$ cat config.mk
export PLATFORM = sky130hd
export DESIGN_NAME = circular_deque_with_search_core
export DESIGN_NICKNAME = d
export VERILOG_FILES = /design/src/hdl/cdqs_pkg.sv /design/src/hdl/circular_deque_with_search_core.sv
export SDC_FILE = /design/constraint.sdc
export NUM_CORES = 1
export LEC_CHECK = 0
export BUFFER_PORTS_ARGS = -buffer_cell sky130_fd_sc_hd__buf_2
export CAP_MARGIN = 10
export CORE_ASPECT_RATIO = 0.9
export CORE_MARGIN = 2
export CORE_UTILIZATION = 56
export CTS_CLUSTER_DIAMETER = 120
export DETAILED_ROUTE_END_ITERATION = 8
export GPL_ROUTABILITY_DRIVEN = 0
export PLACE_DENSITY = 0.78
export SLEW_MARGIN = 10
export SYNTH_ARGS = -nofsm -noshare
export SYNTH_HDL_FRONTEND = slang
export SYNTH_SLANG_ARGS = --single-unit
export TNS_END_PERCENT = 20
$ cat constraint.sdc
create_clock -name clk_i -period 4.5 [get_ports clk_i]
set_input_delay 0.45 -clock clk_i [delete_from_list [all_inputs] [get_ports clk_i]]
set_output_delay 0.45 -clock clk_i [all_outputs]
set_load 0.01 [all_outputs]
$ cat src/hdl/cdqs_pkg.sv
package cdqs_pkg;

  // Widths of the command and result fields.
  localparam int unsigned ModeW   = 2;
  localparam int unsigned ValueW  = 32;
  localparam int unsigned StatusW = 2;
  localparam int unsigned PosW    = 4;
  localparam int unsigned CountW  = 5;

  // Command codes. The unused code is handled as a search.
  localparam logic [ModeW-1:0] MODE_PUSH_FRONT = 2'd0;
  localparam logic [ModeW-1:0] MODE_PUSH_BACK  = 2'd1;
  localparam logic [ModeW-1:0] MODE_SEARCH     = 2'd2;

  // Result status codes.
  localparam logic [StatusW-1:0] ST_INSERTED  = 2'd0;
  localparam logic [StatusW-1:0] ST_FULL      = 2'd1;
  localparam logic [StatusW-1:0] ST_FOUND     = 2'd2;
  localparam logic [StatusW-1:0] ST_NOT_FOUND = 2'd3;

endpackage

$ cat src/hdl/circular_deque_with_search_core.sv
// Bounded deque of signed 32-bit words, held as a ring in a single-port-write,
// registered-read memory of CAPACITY entries with a front index and a count.
// A command is taken when start is high and busy is low. A push to the
// front or back is answered in the next cycle; a push into a full deque is
// refused with a full status and changes nothing. A search checks the last
// element first and then the others from front to back, comparing one
// stored word per cycle through the one ring address adder and one 32-bit
// comparator; it keeps busy high until its result is shown. A search of an
// empty deque returns not found without raising busy. Each command yields
// exactly one result, shown on status_o, position_o and count_o for the
// single cycle in which done_o is high; the receiver cannot stall it.
// position_o carries low index bits if CAPACITY > 16, count_o if it is > 31.
module circular_deque_with_search_core #(
  parameter int unsigned CAPACITY = 16
) (
  input  logic                               clk_i,
  input  logic                               rst_ni,
  input  logic                               start,
  output logic                               busy,
  input  logic [cdqs_pkg::ModeW-1:0]         mode_i,
  input  logic signed [cdqs_pkg::ValueW-1:0] value_i,
  output logic                               done_o,
  output logic [cdqs_pkg::StatusW-1:0]       status_o,
  output logic [cdqs_pkg::PosW-1:0]          position_o,
  output logic [cdqs_pkg::CountW-1:0]        count_o
);

  localparam int unsigned IdxW = (CAPACITY > 1) ? $clog2(CAPACITY) : 1;
  localparam int unsigned CntW = $clog2(CAPACITY + 1);

  localparam logic [IdxW:0]   CapSum  = (IdxW + 1)'(CAPACITY);
  localparam logic [IdxW-1:0] LastIdx = IdxW'(CAPACITY - 1);
  localparam logic [CntW-1:0] CapCnt  = CntW'(CAPACITY);

  // Sequencer states.
  localparam logic S_IDLE = 1'b0;
  localparam logic S_SCAN = 1'b1;

  logic state_q, state_d;
  logic [IdxW-1:0] front_q, front_d;
  logic [CntW-1:0] count_q, count_d;

  // Scan bookkeeping: next offset to read, reads left, and the word in flight.
  logic [IdxW-1:0] ofs_q, ofs_d;
  logic            first_q, first_d;
  logic [CntW-1:0] rem_q, rem_d;
  logic            pend_q, pend_d;
  logic [IdxW-1:0] pend_ofs_q, pend_ofs_d;
  logic signed [cdqs_pkg::ValueW-1:0] key_q;

  // Result register.
  logic                          done_q, done_d;
  logic [cdqs_pkg::StatusW-1:0]  status_q, status_d;
  logic [IdxW-1:0]               pos_q, pos_d;

  // Ring storage.
  logic signed [cdqs_pkg::ValueW-1:0] mem_q [CAPACITY];
  logic signed [cdqs_pkg::ValueW-1:0] rd_data_q;
  logic            wr_en;
  logic [IdxW-1:0] wr_addr;

  // Shared ring address unit: front plus offset, wrapped once.
  logic [IdxW-1:0] addr_ofs;
  logic [IdxW:0]   addr_sum;
  logic [IdxW-1:0] ring_addr;
  logic            accept;
  logic            is_push;
  logic            is_full;
  logic [IdxW-1:0] front_dec;

  assign accept  = start && (state_q == S_IDLE);
  assign is_push = (mode_i == cdqs_pkg::MODE_PUSH_FRONT) ||
                   (mode_i == cdqs_pkg::MODE_PUSH_BACK);
  assign is_full = (count_q >= CapCnt);

  assign addr_ofs  = (state_q == S_IDLE) ? count_q[IdxW-1:0] : ofs_q;
  assign addr_sum  = {1'b0, front_q} + {1'b0, addr_ofs};
  assign ring_addr = (addr_sum >= CapSum) ? IdxW'(addr_sum - CapSum) : addr_sum[IdxW-1:0];
  assign front_dec = (front_q == '0) ? LastIdx : front_q - 1'b1;

  // Sequencer and datapath control.
  always_comb begin
    state_d    = state_q;
    front_d    = front_q;
    count_d    = count_q;
    ofs_d      = ofs_q;
    first_d    = first_q;
    rem_d      = rem_q;
    pend_d     = 1'b0;
    pend_ofs_d = pend_ofs_q;
    done_d     = 1'b0;
    status_d   = status_q;
    pos_d      = '0;
    wr_en      = 1'b0;
    wr_addr    = ring_addr;
    case (state_q)
      S_IDLE: begin
        if (accept) begin
          done_d = 1'b1;
          if (is_push) begin
            if (is_full) begin
              status_d = cdqs_pkg::ST_FULL;
            end else begin
              status_d = cdqs_pkg::ST_INSERTED;
              wr_en    = 1'b1;
              count_d  = count_q + 1'b1;
              if (mode_i == cdqs_pkg::MODE_PUSH_FRONT) begin
                front_d = front_dec;
                wr_addr = front_dec;
              end
            end
          end else if (count_q == '0) begin
            status_d = cdqs_pkg::ST_NOT_FOUND;
          end else begin
            // Start with the last element.
            done_d  = 1'b0;
            state_d = S_SCAN;
            ofs_d   = IdxW'(count_q - 1'b1);
            first_d = 1'b1;
            rem_d   = count_q;
          end
        end
      end
      S_SCAN: begin
        // Issue the next read while comparing the word read last cycle.
        if (rem_q != '0) begin
          pend_d     = 1'b1;
          pend_ofs_d = ofs_q;
          rem_d      = rem_q - 1'b1;
          first_d    = 1'b0;
          ofs_d      = first_q ? '0 : ofs_q + 1'b1;
        end
        if (pend_q && (rd_data_q == key_q)) begin
          pend_d   = 1'b0;
          done_d   = 1'b1;
          status_d = cdqs_pkg::ST_FOUND;
          pos_d    = pend_ofs_q;
          state_d  = S_IDLE;
        end else if (pend_q && (rem_q == '0)) begin
          done_d   = 1'b1;
          status_d = cdqs_pkg::ST_NOT_FOUND;
          state_d  = S_IDLE;
        end
      end
      default: begin
        state_d = S_IDLE;
      end
    endcase
  end

  // Control state.
  always_ff @(posedge clk_i or negedge rst_ni) begin
    if (!rst_ni) begin
      state_q <= S_IDLE;
      front_q <= '0;
      count_q <= '0;
      first_q <= 1'b0;
      rem_q   <= '0;
      pend_q  <= 1'b0;
      done_q  <= 1'b0;
    end else begin
      state_q <= state_d;
      front_q <= front_d;
      count_q <= count_d;
      first_q <= first_d;
      rem_q   <= rem_d;
      pend_q  <= pend_d;
      done_q  <= done_d;
    end
  end

  // Payload registers.
  always_ff @(posedge clk_i) begin
    ofs_q      <= ofs_d;
    pend_ofs_q <= pend_ofs_d;
    status_q   <= status_d;
    pos_q      <= pos_d;
    if (accept) begin
      key_q <= value_i;
    end
  end

  // Ring memory with registered read.
  always_ff @(posedge clk_i) begin
    if (wr_en) begin
      mem_q[wr_addr] <= value_i;
    end
    rd_data_q <= mem_q[ring_addr];
  end

  // Outputs.
  logic [31:0] pos_ext;
  logic [31:0] cnt_ext;

  assign pos_ext    = 32'(pos_q);
  assign cnt_ext    = 32'(count_q);
  assign busy       = (state_q != S_IDLE);
  assign done_o     = done_q;
  assign status_o   = status_q;
  assign position_o = pos_ext[cdqs_pkg::PosW-1:0];
  assign count_o    = cnt_ext[cdqs_pkg::CountW-1:0];

  // The element count never exceeds the capacity.
  a_count_bound: assert property (@(posedge clk_i) disable iff (!rst_ni)
    count_q <= CapCnt)
    else $error("element count above capacity");

  // A scan only runs over a non-empty deque.
  a_scan_nonempty: assert property (@(posedge clk_i) disable iff (!rst_ni)
    (state_q == S_SCAN) |-> (count_q != '0))
    else $error("scan running on an empty deque");

  // A found position lies inside the held elements.
  a_found_in_range: assert property (@(posedge clk_i) disable iff (!rst_ni)
    (done_q && (status_q == cdqs_pkg::ST_FOUND)) |-> (CntW'(pos_q) < count_q))
    else $error("found position outside the deque");

  // A successful push grows the count by exactly one.
  a_push_grows: assert property (@(posedge clk_i) disable iff (!rst_ni)
    (done_q && (status_q == cdqs_pkg::ST_INSERTED)) |-> (count_q == $past(count_q) + 1'b1))
    else $error("push did not grow the count by one");

  // A refused push leaves the count at capacity.
  a_full_holds: assert property (@(posedge clk_i) disable iff (!rst_ni)
    (done_q && (status_q == cdqs_pkg::ST_FULL)) |-> (count_q == CapCnt))
    else $error("full status while the deque has room");

endmodule
==> impl_metrics.csv, run 1 <==
group,metric,value,unit
routing,firstDrtPassIters,5,
setup_path,cp-end-kind,"flip-flop",
clocking,cts_buffer_depth,3,
timing,rsz0062_at_grt,"no",
floorplan,coreArea,40500,µm²
power_and_ir_drop,p_switching,0.00230,W
yosys,synth_common_cells,"edfxtp_1 (554), mux4_2 (154), dfxtp_1 (36)",
power_and_ir_drop,switching_share,20.1,%
floorplan,die_height,196,µm
setup_path,worstPathArrival,4.13,ns
power_and_ir_drop,combPwrFrac,4.1,%
worst_hold_path,hold-path-cell-count,1,
global_route,grt-ovfl-total,0,
finish,area_growth,13.6,%
routing,antenna_left,0,
timing,finalHoldViolCount,0,
yosys,synthTopCellsByArea,"edfxtp_1 (73%), mux4_2 (15%), dfxtp_1 (3.1%)",
yosys,synth_ff_type,"edfxtp_1",
finish,design_area,26000,µm²
timing,setup_viol,0,
clocking,post_cts_buffers,0,
global_route,grt_max_degree,129,
yosys,ys_ff_latch,608,
floorplan,rows,70,
clocking,cts_tree,"built",
power_and_ir_drop,p_clk_share,41.5,%
finish,nFillCells,2551,
setup_path,worstPathRequired,4.84,ns
yosys,syn_avg_cell_area,23.0,µm²
clocking,numCtsBuffers,55,
floorplan,die_area,42500,µm²
setup_path,crit_type,"flip-flop to flip-flop",
timing,finClkSkew,0.0427,ns
placement,placement.io_buffers,49,
routing,viasPerCell,6.21,
global_route,first_global_vias,10900,
finish,post-route-util,64.3,%
power_and_ir_drop,powerDensity,439,nW/µm²
routing,vias,10500,
finish,area.sequential,17800,µm²
setup_path,worst-r2r-cell-count,10,
global_route,grt_usage,22.6,%
worst_hold_path,hp-start,"value_i[28]",
timing,max-slew-margin-rel,34.6,%
job,cap_violations,0,
yosys,synth_top_area_cell,"edfxtp_1",
worst_hold_path,hold_end,"mem_q[1][28]",
routing,routed_wl,46000,µm
timing,max_freq,0.263,GHz
worst_hold_path,hold_path.class,"input port to flip-flop",
yosys,ys_warn_count,0,
timing,whs,0.205,ns
setup_path,r2r-end,"mem_q[15][1]",
finish,drive_gt1_share,30.7,%
yosys,synth-edff-count,554,
routing,wire_per_inst,27.3,µm
clocking,clk_pin_slew,0.06,ns
global_route,grt_antenna_before_repair,3,
floorplan,initial_core_util,56.6,%
routing,drtIter0Drc,1236,
placement,hpwl,25200,µm
finish,instances_no_fill,1688,
status,status,"complete, no violations",
placement,dpl-instance-area,24200,µm²
timing,fin_crit_sh,84.4,%
finish,nets,1148,
timing,fin_setup_tns,0,ns
yosys,async_flop_share,2.96,%
clocking,cts.sinks,608,
yosys,synth_nets,1045,
routing,drc,0,
yosys,synth_top_area_share,72.6,%
floorplan,die_width,217,µm
setup_path,r2r_start,"count_o[0]",
yosys,yosysSeqAreaShare,77.7,%
yosys,yosysMostFrequentCell,"edfxtp_1",
placement,place_inst,1583,
finish,multi_input_area,5040,µm²
floorplan,ios,50,
yosys,synth_area,22900,µm²
clocking,cts-root-buf,"clkbuf_16",
power_and_ir_drop,intPower,0.00913,W
global_route,grt_first_pass_wirelength,69700,µm
clocking,insertion_delay,0.62,ns
timing,slew_viol_final,0,
setup_path,cp_max_fo,20,
clocking,htreeDepth,2,
power_and_ir_drop,irDropWorstVdd,377,µV
setup_path,worstSetupStartpointType,"flip-flop",
setup_path,rrSetupSlack,0.70,ns
power_and_ir_drop,seqPwrFrac,54.4,%
yosys,syn_inst,998,
timing,worstMarginPinSlew,0.978,ns
power_and_ir_drop,leakage,8.32,nW
timing,finalCriticalPeriod,3.80,ns
yosys,synth_cell_type_count,46,
-- cells in the final DEF, fill, tap and decap left out, drive strengths merged, types with 2 or more instances in the layout --
cell / n
edfxtp: 554
mux4: 160
buf: 84
clkbuf: 74
dfxtp: 36
xor2: 33
nor2: 27
nand2: 24
clkinv: 19
dfrtp: 18
xnor2: 13
o21ai: 11
inv: 10
ha: 9
nor4: 8
bufinv: 6
a21oi: 5
nand2b: 5
and2: 5
nor3: 4
clkinvlp: 4
o22ai: 3
nand4: 3
a2bb2oi: 3
o221a: 3
mux2: 2
mux2i: 2
and3: 2
or4b: 2
nand3: 2
o211ai: 2
nor4b: 2
-- layer usage --
layer  wire length (µm)  part of all wire (%)  vias up  global-route usage, %
met5                 23                 0.050        -                      0
met4               1590                   3.5        4                   9.51
met3               3660                   8.0      104                   4.40
met2              21700                    47      479                   34.0
met1              19000                    41     5528                   33.0
li1                   -                     -     4371                      -
-- area by class of cell --
class	count	share of cell area [%]
clock buffer	74	5.84
multi-input combinational	341	19.4
clock inverter	29	1.28
antenna	1	0.00961
sequential	608	68.4
tap	540	2.60
timing repair buffer	85	2.37
inverter	10	0.144
-- how the worst max path moves through the flow --
| stage | cells past startpoint | slack (ns) | endpoint | startpoint |
|---|---|---|---|---|
| after floorplan | 11 | -0.12 | mem_q[10][0] | busy |
| after global placement | 10 | 0.80 | mem_q[14][6] | count_o[0] |
| after detailed placement | 10 | 0.75 | mem_q[15][4] | count_o[0] |
| after CTS | 10 | 0.71 | mem_q[14][1] | count_o[0] |
| after global routing | 10 | 0.56 | mem_q[15][1] | count_o[0] |
| final | 10 | 0.70 | mem_q[15][1] | count_o[0] |
-- power by group through the flow --
stage	Clock [W]	Sequential, W	Combinational, W
2_1_floorplan	0	0.00633	0.000292
3_3_place_gp	0	0.00633	0.000460
3_5_place_dp	0	0.00634	0.000471
4_1_cts	0.00481	0.00622	0.000478
5_1_grt	0.00500	0.00622	0.000506
6_report	0.00474	0.00622	0.000472
-- repair_timing --
action | in CTS | in global routing
resized for setup | 0 | 0
hold buffers | 1 | 0
endpoints found under the hold margin | 18 | 0
-- worst max-delay path: stages, from the launching register on --
cell and delay (ns):
dfrtp_1 0.44, inv_1 0.13, o21ai_0 0.21, ha_4 0.24
fa_4 0.48, xnor2_2 0.23, buf_4 0.33, nand2b_1 0.15
a2bb2oi_1 0.79, nor2_4 0.26, buf_12 0.26
-- metrics by stage --
stage          power, W  worst slack, ns
6_report         0.0114            0.703
5_1_grt          0.0117            0.557
4_1_cts          0.0115            0.714
3_5_place_dp    0.00681            0.754
3_3_place_gp    0.00680            0.800
2_1_floorplan   0.00662           -0.122
-- sequential cells by signal (all words and copies together) (netlist names), 2 cells and up --
signal / cells
count_o: 5
front_q: 4
key_q: 32
mem_q: 512
ofs_q: 4
pend_ofs_q: 4
position_o: 4
rd_data_q: 32
rem_q: 5
status_o: 2
-- kinds of logic (layout without fill, tap and decap cells) --
kind of cell	after synthesis	after routing	share of synthesized area, %
fa+ha+maj	10	10	0.579
simple gates	87	87	1.87
mux	164	164	16.0
xor+xnor	46	46	1.79
flops	608	608	77.7
buf+inv	49	198	0.994
other cells	0	1	0
compound gates	34	34	1.01
(Power assumes the default switching activity.)
==> inputs of run 2 (changes only) <==
Clock period 4.5 ns to 3.48 ns, I/O delays scaled along.
==> impl_metrics.csv, run 2 (synthesis results as in run 1) <==
group,metric,value,unit
power_and_ir_drop,p_clk_share,41.1,%
clocking,cts_tree,"built",
clocking,htreeDepth,2,
finish,area_growth,15.4,%
routing,routed_wl,46700,µm
timing,slew_viol_final,0,
job,cap_violations,0,
finish,final_common_cell,"edfxtp_1",
timing,finalCriticalPeriod,3.34,ns
global_route,grt_max_degree,34,
routing,wire_per_inst,27.2,µm
setup_path,cp_max_fo,29,
setup_path,worst-r2r-cell-count,8,
power_and_ir_drop,powerDensity,558,nW/µm²
timing,max-slew-margin-rel,33.4,%
global_route,grt-ovfl-total,0,
timing,rsz0062_at_grt,"no",
timing,worstMarginPinSlew,0.999,ns
worst_hold_path,hold_path.class,"input port to flip-flop",
floorplan,die_area,42500,µm²
global_route,grt_antenna_before_repair,2,
power_and_ir_drop,leakage,8.48,nW
clocking,cts-root-buf,"clkbuf_16",
setup_path,worstPathRequired,3.95,ns
timing,fin_setup_tns,0,ns
clocking,clk_pin_slew,0.07,ns
clocking,cts_buffer_depth,3,
power_and_ir_drop,combPwrFrac,4.4,%
global_route,first_global_vias,11100,
global_route,grt_usage,22.9,%
clocking,cts_resized,0,
finish,reg_top3,"mem_q: 512 flops, key_q: 32 flops, rd_data_q: 32 flops",
finish,drive_gt1_share,32.2,%
routing,vias,10500,
routing,drc,0,
finish,instances_no_fill,1713,
routing,firstDrtPassIters,5,
clocking,post_cts_buffers,0,
power_and_ir_drop,switching_share,20.4,%
floorplan,die_height,196,µm
timing,fin_crit_sh,96.0,%
floorplan,rows,70,
power_and_ir_drop,intPower,0.0117,W
floorplan,die_width,217,µm
power_and_ir_drop,p_switching,0.00300,W
routing,drtIter0Drc,1234,
clocking,insertion_delay,0.61,ns
placement,placement.io_buffers,49,
finish,largest_reg_flops,512,
setup_path,startpoint,"count_o[0]",
finish,largest_register,"mem_q",
timing,max_freq,0.299,GHz
timing,setup_viol,0,
routing,viasPerCell,6.15,
finish,nets,1172,
floorplan,initial_core_util,56.6,%
worst_hold_path,hold-path-cell-count,1,
timing,finClkSkew,0.0235,ns
setup_path,r2r_start,"count_o[0]",
placement,place_inst,1606,
clocking,cts.sinks,608,
setup_path,cp-end-kind,"flip-flop",
power_and_ir_drop,irDropWorstVdd,364,µV
floorplan,ios,50,
finish,layout_common_cells,"edfxtp_1 (554), mux4_2 (154), clkbuf_16 (56)",
setup_path,crit_type,"flip-flop to flip-flop",
floorplan,coreArea,40500,µm²
timing,finalHoldViolCount,0,
finish,post-route-util,65.3,%
clocking,numCtsBuffers,56,
setup_path,worstSetupStartpointType,"flip-flop",
routing,antenna_left,0,
global_route,grt_first_pass_wirelength,70500,µm
status,status,"complete, no violations",
power_and_ir_drop,seqPwrFrac,54.5,%
setup_path,worstPathArrival,3.82,ns
worst_hold_path,hp-start,"value_i[16]",
placement,hpwl,26500,µm
[run 2: cell types whose count changed in the layout (fill, tap and decap cells not counted), moves of 4 or more]
cell,previous run,this run
buf_12,8,26
buf_4,27,32
clkbuf_8,5,1
clkinv_1,6,11
[run 2: final timing paths]
kind	endpoint	slack [ns]
worst max-delay path	rd_data_q[10]	0.14
worst min-delay path	mem_q[10][16]	0.11
worst max register to register	rd_data_q[10]	0.14
worst min register to register	position_o[0]	0.44
max in group asynchronous	front_q[3]	2.95
min in group asynchronous	done_o	0.22
[run 2: power by group through the flow]
stage	clock, W	combinational, W	sequential, W
6_report	0.00606	0.000650	0.00804
5_1_grt	0.00642	0.000693	0.00804
4_1_cts	0.00617	0.000656	0.00804
3_5_place_dp	0	0.000648	0.00819
3_3_place_gp	0	0.000633	0.00819
2_1_floorplan	0	0.000388	0.00819
[run 2: cell type report]
cell class / count / area, µm²
tap: 540 / 676
clock buffer: 68 / 1460
multi-input combinational: 341 / 5060
sequential: 608 / 17800
clock inverter: 37 / 372
timing repair buffer: 108 / 1020
antenna: 1 / 2.50
inverter: 10 / 37.5
fill: 2563 / 14000
[run 2: worst max-delay path, stage by stage (launching register included)]
cell and delay (ns):
dfrtp_1 0.44, inv_1 0.14, o21ai_0 0.19, ha_4 0.22, fa_4 0.91, buf_12 0.20
buf_12 0.23, mux4_2 0.36, mux4_2 0.49
[run 2: repair_timing]
| item | CTS | global route |
|---|---|---|
| hold buffers | 1 | 0 |
| hold endpoints to repair | 18 | 0 |
| setup endpoints to repair | 0 | 0 |
[run 2: layer usage]
metal | share of wire [%] | vias to the layer above | track usage, %
li1 | - | 4426 | -
met1 | 40 | 5584 | 32.0
met2 | 49 | 431 | 36.3
met3 | 7.4 | 96 | 4.71
met4 | 3.0 | 2 | 8.68
met5 | 0.028 | - | 0
[run 2: metrics by stage]
| stage | total power (W) | setup slack (ns) | hold WS [ns] | instance area, µm² |
|---|---|---|---|---|
| 4_1_cts | 0.0149 | 0.142 | 0.0848 | 26400 |
| 6_report | 0.0147 | 0.139 | 0.114 | 26400 |
| 3_3_place_gp | 0.00882 | 0.209 | 0.301 | 24600 |
| 3_5_place_dp | 0.00884 | 0.165 | 0.305 | 24600 |
| 2_1_floorplan | 0.00858 | 0.0198 | 0.0524 | 23100 |
| 5_1_grt | 0.0152 | 0.00937 | 0.112 | 26400 |
